<file path="src/hdl/kps_pkg.sv">
// ----------------------------------------------------------------------------
// kps_pkg
// shared constants and types of the matrix keypad scanner
// ----------------------------------------------------------------------------
package kps_pkg;

  localparam int NUM_COLUMNS = 4;
  localparam int NUM_ROWS    = 4;

  localparam int COL_W   = $clog2(NUM_COLUMNS);
  localparam int PASS_W  = $clog2(NUM_ROWS + 1);
  localparam int KEY_W   = 5;
  localparam int DEB_W   = 10;
  localparam int POLL_W  = 8;
  localparam int HOLD_W  = 16;
  localparam int CFG_W   = 16;
  localparam int IDX_W   = 2;
  localparam int IN_TW   = 8;
  localparam int OUT_TW  = 16;
  localparam int RES_W   = NUM_ROWS + 1 + KEY_W + 1;

  localparam logic [IDX_W-1:0] REG_DEBOUNCE = 2'd0;
  localparam logic [IDX_W-1:0] REG_POLL     = 2'd1;
  localparam logic [IDX_W-1:0] REG_HOLD     = 2'd2;

  localparam logic [DEB_W-1:0]  DEBOUNCE_RESET = 10'd80;
  localparam logic [POLL_W-1:0] POLL_RESET     = 8'd30;
  localparam logic [HOLD_W-1:0] HOLD_RESET     = 16'd5000;

  typedef struct packed {
    logic [DEB_W-1:0]  debounce_ticks;
    logic [POLL_W-1:0] poll_ticks;
    logic [HOLD_W-1:0] hold_timeout_ticks;
  } kps_cfg_t;

  typedef struct packed {
    logic                busy_res;
    logic [KEY_W-1:0]    key_index;
    logic                key_valid;
    logic [NUM_ROWS-1:0] row_drive;
  } kps_res_t;

endpackage

</file>
<file path="src/hdl/kps_cfg.sv">
// ----------------------------------------------------------------------------
// kps_cfg
// timing registers of the scanner, written through the plain write port
// ----------------------------------------------------------------------------
module kps_cfg (
  input  logic                        clk,
  input  logic                        rst,
  input  logic                        cfg_we,
  input  logic [kps_pkg::IDX_W-1:0]   cfg_index,
  input  logic [kps_pkg::CFG_W-1:0]   cfg_data,
  output kps_pkg::kps_cfg_t           cfg
);
  import kps_pkg::*;

  always_ff @(posedge clk) begin
    if (rst) begin
      cfg.debounce_ticks     <= DEBOUNCE_RESET;
      cfg.poll_ticks         <= POLL_RESET;
      cfg.hold_timeout_ticks <= HOLD_RESET;
    end else if (cfg_we) begin
      case (cfg_index)
        REG_DEBOUNCE: cfg.debounce_ticks     <= cfg_data[DEB_W-1:0];
        REG_POLL:     cfg.poll_ticks         <= cfg_data[POLL_W-1:0];
        REG_HOLD:     cfg.hold_timeout_ticks <= cfg_data[HOLD_W-1:0];
        default: ;
      endcase
    end
  end

endmodule

</file>
<file path="src/hdl/kps_fsm.sv">
// ----------------------------------------------------------------------------
// kps_fsm
// scan, debounce and hold sequencer, advanced by one tick word per step
// ----------------------------------------------------------------------------
module kps_fsm (
  input  logic                          clk,
  input  logic                          rst,
  input  logic                          step,
  input  logic [kps_pkg::NUM_COLUMNS-1:0] column_levels,
  input  kps_pkg::kps_cfg_t             cfg,
  output kps_pkg::kps_res_t             res
);
  import kps_pkg::*;

  typedef enum logic [1:0] {
    PH_IDLE,
    PH_SCAN,
    PH_DEBOUNCE,
    PH_HOLD
  } phase_t;

  localparam logic [COL_W-1:0]  COL_LAST  = COL_W'(NUM_COLUMNS - 1);
  localparam logic [PASS_W-1:0] PASS_LAST = PASS_W'(NUM_ROWS);
  localparam logic [HOLD_W-1:0] HOLD_MAX  = '1;

  phase_t             phase, phase_next;
  logic [PASS_W-1:0]  row_pass, row_pass_next;
  logic [COL_W-1:0]   column_pos, column_pos_next;
  logic [DEB_W-1:0]   wait_count, wait_count_next;
  logic [HOLD_W-1:0]  hold_count, hold_count_next;

  logic               col_low;
  logic [DEB_W-1:0]   wait_inc;
  logic [HOLD_W-1:0]  hold_inc;
  logic               released;
  logic               key_valid;
  logic [KEY_W-1:0]   key_index;
  logic [NUM_ROWS-1:0] row_drive;

  assign col_low  = !column_levels[column_pos];
  assign wait_inc = wait_count + DEB_W'(1);
  assign hold_inc = (hold_count != HOLD_MAX) ? hold_count + HOLD_W'(1) : hold_count;

  always_comb begin
    phase_next      = phase;
    row_pass_next   = row_pass;
    column_pos_next = column_pos;
    wait_count_next = wait_count;
    hold_count_next = hold_count;
    released        = 1'b0;
    key_valid       = 1'b0;
    key_index       = '0;
    case (phase)
      PH_IDLE: begin
        if (column_levels != '1) begin
          phase_next      = PH_SCAN;
          row_pass_next   = '0;
          column_pos_next = '0;
          wait_count_next = '0;
          hold_count_next = '0;
        end
      end
      PH_SCAN, PH_DEBOUNCE: begin
        if (phase == PH_SCAN && col_low) begin
          phase_next      = PH_DEBOUNCE;
          wait_count_next = '0;
        end else if (phase == PH_DEBOUNCE && wait_inc < cfg.debounce_ticks
                     && wait_inc != '0) begin
          wait_count_next = wait_inc;
        end else if (phase == PH_DEBOUNCE && col_low) begin
          phase_next      = PH_HOLD;
          wait_count_next = '0;
          hold_count_next = '0;
        end else begin
          // move on to the next column or pass, or back to idle after the last pass
          wait_count_next = '0;
          if (column_pos != COL_LAST) begin
            column_pos_next = column_pos + COL_W'(1);
            phase_next      = PH_SCAN;
          end else begin
            column_pos_next = '0;
            if (row_pass >= PASS_LAST) begin
              row_pass_next = '0;
              phase_next    = PH_IDLE;
            end else begin
              row_pass_next = row_pass + PASS_W'(1);
              phase_next    = PH_SCAN;
            end
          end
        end
      end
      PH_HOLD: begin
        hold_count_next = hold_inc;
        wait_count_next = wait_inc;
        if (wait_inc >= DEB_W'(cfg.poll_ticks)) begin
          wait_count_next = '0;
          released        = !col_low;
        end
        if (released || hold_inc >= cfg.hold_timeout_ticks) begin
          key_valid = 1'b1;
          if (row_pass == '0) begin
            key_index = KEY_W'(NUM_ROWS * NUM_COLUMNS) + KEY_W'(column_pos);
          end else begin
            key_index = KEY_W'(row_pass - PASS_W'(1)) * KEY_W'(NUM_COLUMNS)
                        + KEY_W'(column_pos);
          end
          phase_next      = PH_IDLE;
          row_pass_next   = '0;
          column_pos_next = '0;
          wait_count_next = '0;
          hold_count_next = '0;
        end
      end
      default: phase_next = PH_IDLE;
    endcase
  end

  // row levels follow the updated state
  always_comb begin
    if (phase_next == PH_IDLE) begin
      row_drive = '0;
    end else if (row_pass_next == '0 || row_pass_next > PASS_LAST) begin
      row_drive = '1;
    end else begin
      row_drive = ~(NUM_ROWS'(1) << (row_pass_next - PASS_W'(1)));
    end
  end

  always_comb begin
    res.row_drive = row_drive;
    res.key_valid = key_valid;
    res.key_index = key_index;
    res.busy_res  = (phase_next != PH_IDLE);
  end

  always_ff @(posedge clk) begin
    if (rst) begin
      phase      <= PH_IDLE;
      row_pass   <= '0;
      column_pos <= '0;
      wait_count <= '0;
      hold_count <= '0;
    end else if (step) begin
      phase      <= phase_next;
      row_pass   <= row_pass_next;
      column_pos <= column_pos_next;
      wait_count <= wait_count_next;
      hold_count <= hold_count_next;
    end
  end

  a_idle_clean: assert property (@(posedge clk) disable iff (rst)
    phase == PH_IDLE |-> row_pass == '0 && column_pos == '0)
    else $error("idle with scan position left over");

  a_pass_range: assert property (@(posedge clk) disable iff (rst)
    row_pass <= PASS_LAST)
    else $error("row pass out of range");

  a_event_ends_scan: assert property (@(posedge clk) disable iff (rst)
    key_valid |-> !res.busy_res && phase == PH_HOLD)
    else $error("key event outside hold or without ending the scan");

  a_index_range: assert property (@(posedge clk) disable iff (rst)
    key_valid |-> key_index < KEY_W'(NUM_ROWS * NUM_COLUMNS + NUM_COLUMNS))
    else $error("key index out of range");

endmodule

</file>
<file path="src/hdl/kps_skid.sv">
// ----------------------------------------------------------------------------
// kps_skid
// two-word result buffer between the sequencer and the master side
// ----------------------------------------------------------------------------
module kps_skid (
  input  logic                          clk,
  input  logic                          rst,
  input  logic                          push,
  input  kps_pkg::kps_res_t             push_data,
  output logic                          space,
  output logic                          m_axis_tvalid,
  input  logic                          m_axis_tready,
  output logic [kps_pkg::OUT_TW-1:0]    m_axis_tdata
);
  import kps_pkg::*;

  kps_res_t   head, tail;
  logic [1:0] count;
  logic       pop;

  assign pop           = m_axis_tvalid && m_axis_tready;
  assign space         = (count != 2'd2);
  assign m_axis_tvalid = (count != 2'd0);
  assign m_axis_tdata  = OUT_TW'(head);

  always_ff @(posedge clk) begin
    if (rst) begin
      count <= 2'd0;
    end else begin
      if (push && !pop) begin
        count <= count + 2'd1;
      end else if (pop && !push) begin
        count <= count - 2'd1;
      end
    end
  end

  always_ff @(posedge clk) begin
    if (pop) begin
      if (push && count == 2'd1) begin
        head <= push_data;
      end else begin
        head <= tail;
      end
      if (push && count == 2'd2) begin
        tail <= push_data;
      end
    end else if (push) begin
      if (count == 2'd0) begin
        head <= push_data;
      end else begin
        tail <= push_data;
      end
    end
  end

  a_count_range: assert property (@(posedge clk) disable iff (rst)
    count != 2'd3)
    else $error("result buffer count out of range");

  a_no_overflow: assert property (@(posedge clk) disable iff (rst)
    count == 2'd2 |-> !push)
    else $error("word pushed into full result buffer");

  a_count_track: assert property (@(posedge clk) disable iff (rst)
    push && !pop |=> count == $past(count) + 2'd1)
    else $error("result buffer count lost a word");

endmodule

</file>
<file path="src/hdl/matrix_keypad_scanner.sv">
// ----------------------------------------------------------------------------
// matrix_keypad_scanner
// 4x4 key matrix plus four direct keys, scanned with debounce on a tick stream
// ----------------------------------------------------------------------------
// Each input word is one 1 ms tick carrying the sampled column levels; each
// accepted tick yields exactly one result word with the row levels to drive
// next, a key event flag, the key index and the busy flag. A tick is taken
// every clock cycle: the sequencer updates its state in the cycle of
// acceptance and the result lands in a two-word output buffer, so the input
// only stalls when two results wait unread. The user must write the timing
// registers through the cfg port only while idle; the block does not enforce it.
// ----------------------------------------------------------------------------
module matrix_keypad_scanner (
  input  logic                         clk,
  input  logic                         rst,
  input  logic                         s_axis_tvalid,
  output logic                         s_axis_tready,
  // [3:0] column_levels, [7:4] zero
  input  logic [kps_pkg::IN_TW-1:0]    s_axis_tdata,
  output logic                         m_axis_tvalid,
  input  logic                         m_axis_tready,
  // [3:0] row_drive, [4] key_valid, [9:5] key_index, [10] busy_res, [15:11] zero
  output logic [kps_pkg::OUT_TW-1:0]   m_axis_tdata,
  input  logic                         cfg_we,
  input  logic [kps_pkg::IDX_W-1:0]    cfg_index,
  input  logic [kps_pkg::CFG_W-1:0]    cfg_data
);
  import kps_pkg::*;

  kps_cfg_t cfg;
  kps_res_t res;
  logic     step;
  logic     space;

  assign s_axis_tready = space;
  assign step          = s_axis_tvalid && space;

  kps_cfg u_cfg (
    .clk       (clk),
    .rst       (rst),
    .cfg_we    (cfg_we),
    .cfg_index (cfg_index),
    .cfg_data  (cfg_data),
    .cfg       (cfg)
  );

  kps_fsm u_fsm (
    .clk           (clk),
    .rst           (rst),
    .step          (step),
    .column_levels (s_axis_tdata[NUM_COLUMNS-1:0]),
    .cfg           (cfg),
    .res           (res)
  );

  kps_skid u_skid (
    .clk           (clk),
    .rst           (rst),
    .push          (step),
    .push_data     (res),
    .space         (space),
    .m_axis_tvalid (m_axis_tvalid),
    .m_axis_tready (m_axis_tready),
    .m_axis_tdata  (m_axis_tdata)
  );

endmodule
</file>
<file path="config.mk">
export PLATFORM = sky130hd
export DESIGN_NAME = matrix_keypad_scanner
export DESIGN_NICKNAME = d
export VERILOG_FILES = /design/src/hdl/kps_pkg.sv /design/src/hdl/kps_cfg.sv /design/src/hdl/kps_fsm.sv /design/src/hdl/kps_skid.sv /design/src/hdl/matrix_keypad_scanner.sv
export SDC_FILE = /design/constraint.sdc
export NUM_CORES = 1
export LEC_CHECK = 0
export BUFFER_PORTS_ARGS = -buffer_cell sky130_fd_sc_hd__buf_2
export CORE_MARGIN = 4
export CORE_UTILIZATION = 40
export CTS_CLUSTER_SIZE = 14
export DETAILED_ROUTE_END_ITERATION = 12
export PLACE_DENSITY_LB_ADDON = 0.08
export SLEW_MARGIN = 5
export SYNTH_ARGS = -nofsm -noshare
export SYNTH_HDL_FRONTEND = slang
export SYNTH_SLANG_ARGS = --single-unit
</file>
<file path="constraint.sdc">
create_clock -name clk -period 4.9 [get_ports clk]
set_input_delay 0.98 -clock clk [delete_from_list [all_inputs] [get_ports clk]]
set_output_delay 0.98 -clock clk [all_outputs]
set_load 0.005 [all_outputs]
</file>
==> metrics.yaml <==
run_status:
  outcome: "complete, no violations"
routing:
  initialDrtViolationCount: 351
  ant_nets: 0
  vias_per_cell: 5.35
  wl_per_cell_um: 15.4
  first_pass_iters: 4
  num_vias: 4717
  wl_mm: 13.5
  drc: 0
timing:
  hold_viol_final: 0
  relSlewSlack: 0.242
  timing.setup.tns_ns: 0
  skew_ns: 0.00811
  fin_ws_ns: 0.452
  setup_viol: 0
  rsz0062_at_grt: "false"
  maxSlewViolCount: 0
  fmax_mhz: 225
  fin_crit_sh: 0.908
  tightest_slew_ns: 1.13
  hold-worst-slack_ns: 0.457
  min_period_ns: 4.45
clock_network:
  holdBufCountCts: 0
  numCtsBuffers: 9
  root_buffer: "clkbuf_16"
  post_cts_resized: 0
  cts_tree: "yes"
  cts.sinks: 91
  clk_latency_ns: 0.35
  clockBufferDepth: 2
  post_cts_buffers: 0
  clk_pin_slew_ns: 0.07
  cts_htree_levels: 3
grt:
  grt-ovfl-total: 0
  grt_pass1_wl_mm: 22.3
  grt_max_degree: 59
  grt_pass1_vias: 4429
  antenna_found_initial: 0
  grt_use_total: 0.171
setup_path:
  reg2reg_slack_ns: 0.45
  crit_arrival_ns: 4.55
  rr_endpoint: "u_skid.m_axis_tdata[0]"
  slowest_stage: "a2111oi_0"
  cp_max_fo: 8
  r2r_cells: 15
  r2r-start: "u_fsm.hold_count[6]"
  path_class: "reg -> reg"
  worst_setup_path_start_kind: "flip-flop"
  cp-end-kind: "flip-flop"
  crit_path_cell_trace: "and4_1 -> and3_1 -> nand4_1 -> and3_1 -> nand4_1 -> xnor2_1 -> ha_1 -> a21oi_1 -> o21ai_0 -> a2111o_1 -> a2111oi_0 -> a21o_1 -> o311a_2 -> a31oi_1 -> mux2_2"
  crit_buf_inv: 0
  crit_required_ns: 5.00
  crit_family: "compound AO/OA/AOI/OAI gates"
  max_stage_delay_ns: 0.52
final_layout:
  postLayoutCellArea_sq_mm: 0.00624
  antenna_cells: 0
  postLayoutCoreUtil: 0.462
  nets: 781
  layout-drive-gt1-share: 0.116
  fillerInstances: 1311
  area_growth_pct: 11.3
min_path:
  hold_path_depth: 2
  hp-start: "u_cfg.cfg[13]"
  min_path_type: "reg -> reg"
  min_to: "u_cfg.cfg[13]"
power_and_ir_drop:
  power_density_mw_per_mm2: 315
  cellLeakagePower_uw: 0.00257
  max-vdd-ir-drop_uv: 151
die:
  core_sq_mm: 0.0135
  die_area_sq_mm: 0.0160
  rows: 42
  die_w_um: 126
  pin_count: 49
  die_y_um: 126
  initial_core_util: 0.415
synth:
  syn_area_sq_mm: 0.00561
  syn_avg_cell_area_sq_um: 8.39
  yosysUniqueCellTypes: 69
  async_flop_share: 0
  seq_area_frac_synth: 0.364
  synth-seq-cells: 91
  synth_edf_count: 22
  yosysWarnings: 0
  synth-main-ff-cell: "dfxtp_1"
  synth_cells: 668
placement:
  dp_slack_ns: 0.519
  dpl.hpwl_mm: 9.86
  gp_congestion: 0.838
  numPortBuffers: 39
  place_area_sq_mm: 0.00594
run:
  drv_cap: 0
## synth_stat cells, types with 10 or more instances
master / count / area, sq um
ha_1: 50 / 626
clkbuf_1: 17 / 63.8
inv_1: 54 / 203
o21ai_0: 31 / 155
nand3_1: 19 / 95.1
nand4_1: 14 / 87.6
nand2_1: 86 / 323
nor2_1: 74 / 278
edfxtp_1: 22 / 661
a21oi_1: 55 / 275
and3_1: 11 / 68.8
dfxtp_1: 69 / 1380
o211ai_1: 10 / 75.1
xnor2_1: 15 / 131
## how the worst max path moves through the flow
stage,startpoint,cells after the start,endpoint
floorplan,u_fsm.hold_count[6],15,u_skid.m_axis_tdata[3]
global placement,u_fsm.hold_count[6],14,u_skid.m_axis_tdata[3]
detailed placement,u_fsm.hold_count[6],14,u_skid.m_axis_tdata[0]
CTS,u_fsm.hold_count[6],14,u_skid.m_axis_tdata[3]
global route,u_fsm.hold_count[6],14,u_skid.m_axis_tdata[0]
finish,u_fsm.hold_count[6],15,u_skid.m_axis_tdata[0]
## state kept, by name (all words and copies together) (netlist names)
| register | cells |
|---|---|
| u_skid.count | 2 |
| u_fsm.wait_count | 10 |
| u_fsm.hold_count | 16 |
| u_skid.m_axis_tdata | 11 |
| u_skid.tail | 11 |
| u_fsm.row_pass | 3 |
| u_fsm.phase | 2 |
| u_fsm.column_pos | 2 |
| u_cfg.cfg | 34 |
## metrics by stage
stage          instances  power (uW)
2_1_floorplan        672        1140
6_report             881        1960
4_1_cts              881        1990
3_5_place_dp         865        1280
5_1_grt              881        2070
3_3_place_gp         865        1270
## logic make-up after synthesis
| kind of cell | count (synthesis) | synth area share |
|---|---|---|
| XOR/XNOR | 22 | 0.0377 |
| other | 1 | 0.000669 |
| AO/OA/AOI/OAI | 157 | 0.187 |
| adder cells (fa/ha/maj) | 50 | 0.112 |
| AND/OR/NAND/NOR | 246 | 0.202 |
| buffers and inverters | 85 | 0.0650 |
| flip-flops | 91 | 0.364 |
| multiplexers | 16 | 0.0321 |
## cells in the final DEF (no fill, tap or decap), types with 6 or more instances in the layout
cell type  count
a21oi_1       55
a22oi_1        9
and3_1        11
buf_2         39
buf_4          8
clkbuf_16      9
dfxtp_1       69
edfxtp_1      22
ha_1          50
inv_1         54
mux2_2         6
mux2i_1        9
nand2_1       86
nand2b_1       8
nand3_1       19
nand4_1       14
nor2_1        74
nor3_1         9
o211ai_1      10
o21ai_0       31
o31ai_1        7
xnor2_1       15
xor2_1         6
## worst min-delay path: stages (launching register included)
cell	delay, ns
dfxtp_1	0.31
nand2_1	0.05
a21oi_1	0.05
## report_power, final
part	total (uW)	switching [uW]	internal (uW)
Combinational	365	224	140
Sequential	893	24.6	868
Clock	706	306	399
## area by class of cell
| cell class | instances | area [sq um] | share of cell area |
|---|---|---|---|
| flip-flops and latches | 91 | 2040 | 0.327 |
| clock buffers | 11 | 233 | 0.0373 |
| repair buffers | 47 | 255 | 0.0409 |
| multi-input cells | 496 | 3220 | 0.516 |
| clock inverters | 5 | 62.6 | 0.0100 |
| well taps | 176 | 220 | 0.0353 |
| inverters | 55 | 206 | 0.0331 |
## layer usage
| layer | vias up | GRT usage | share of wire |
|---|---|---|---|
| met3 | 17 | 0.0261 | 0.036 |
| li1 | 2424 | - | - |
| met4 | 0 | 0.0587 | 0.014 |
| met5 | - | 0 | 0 |
| met2 | 94 | 0.281 | 0.47 |
| met1 | 2182 | 0.229 | 0.48 |
(Power assumes the default switching activity.)
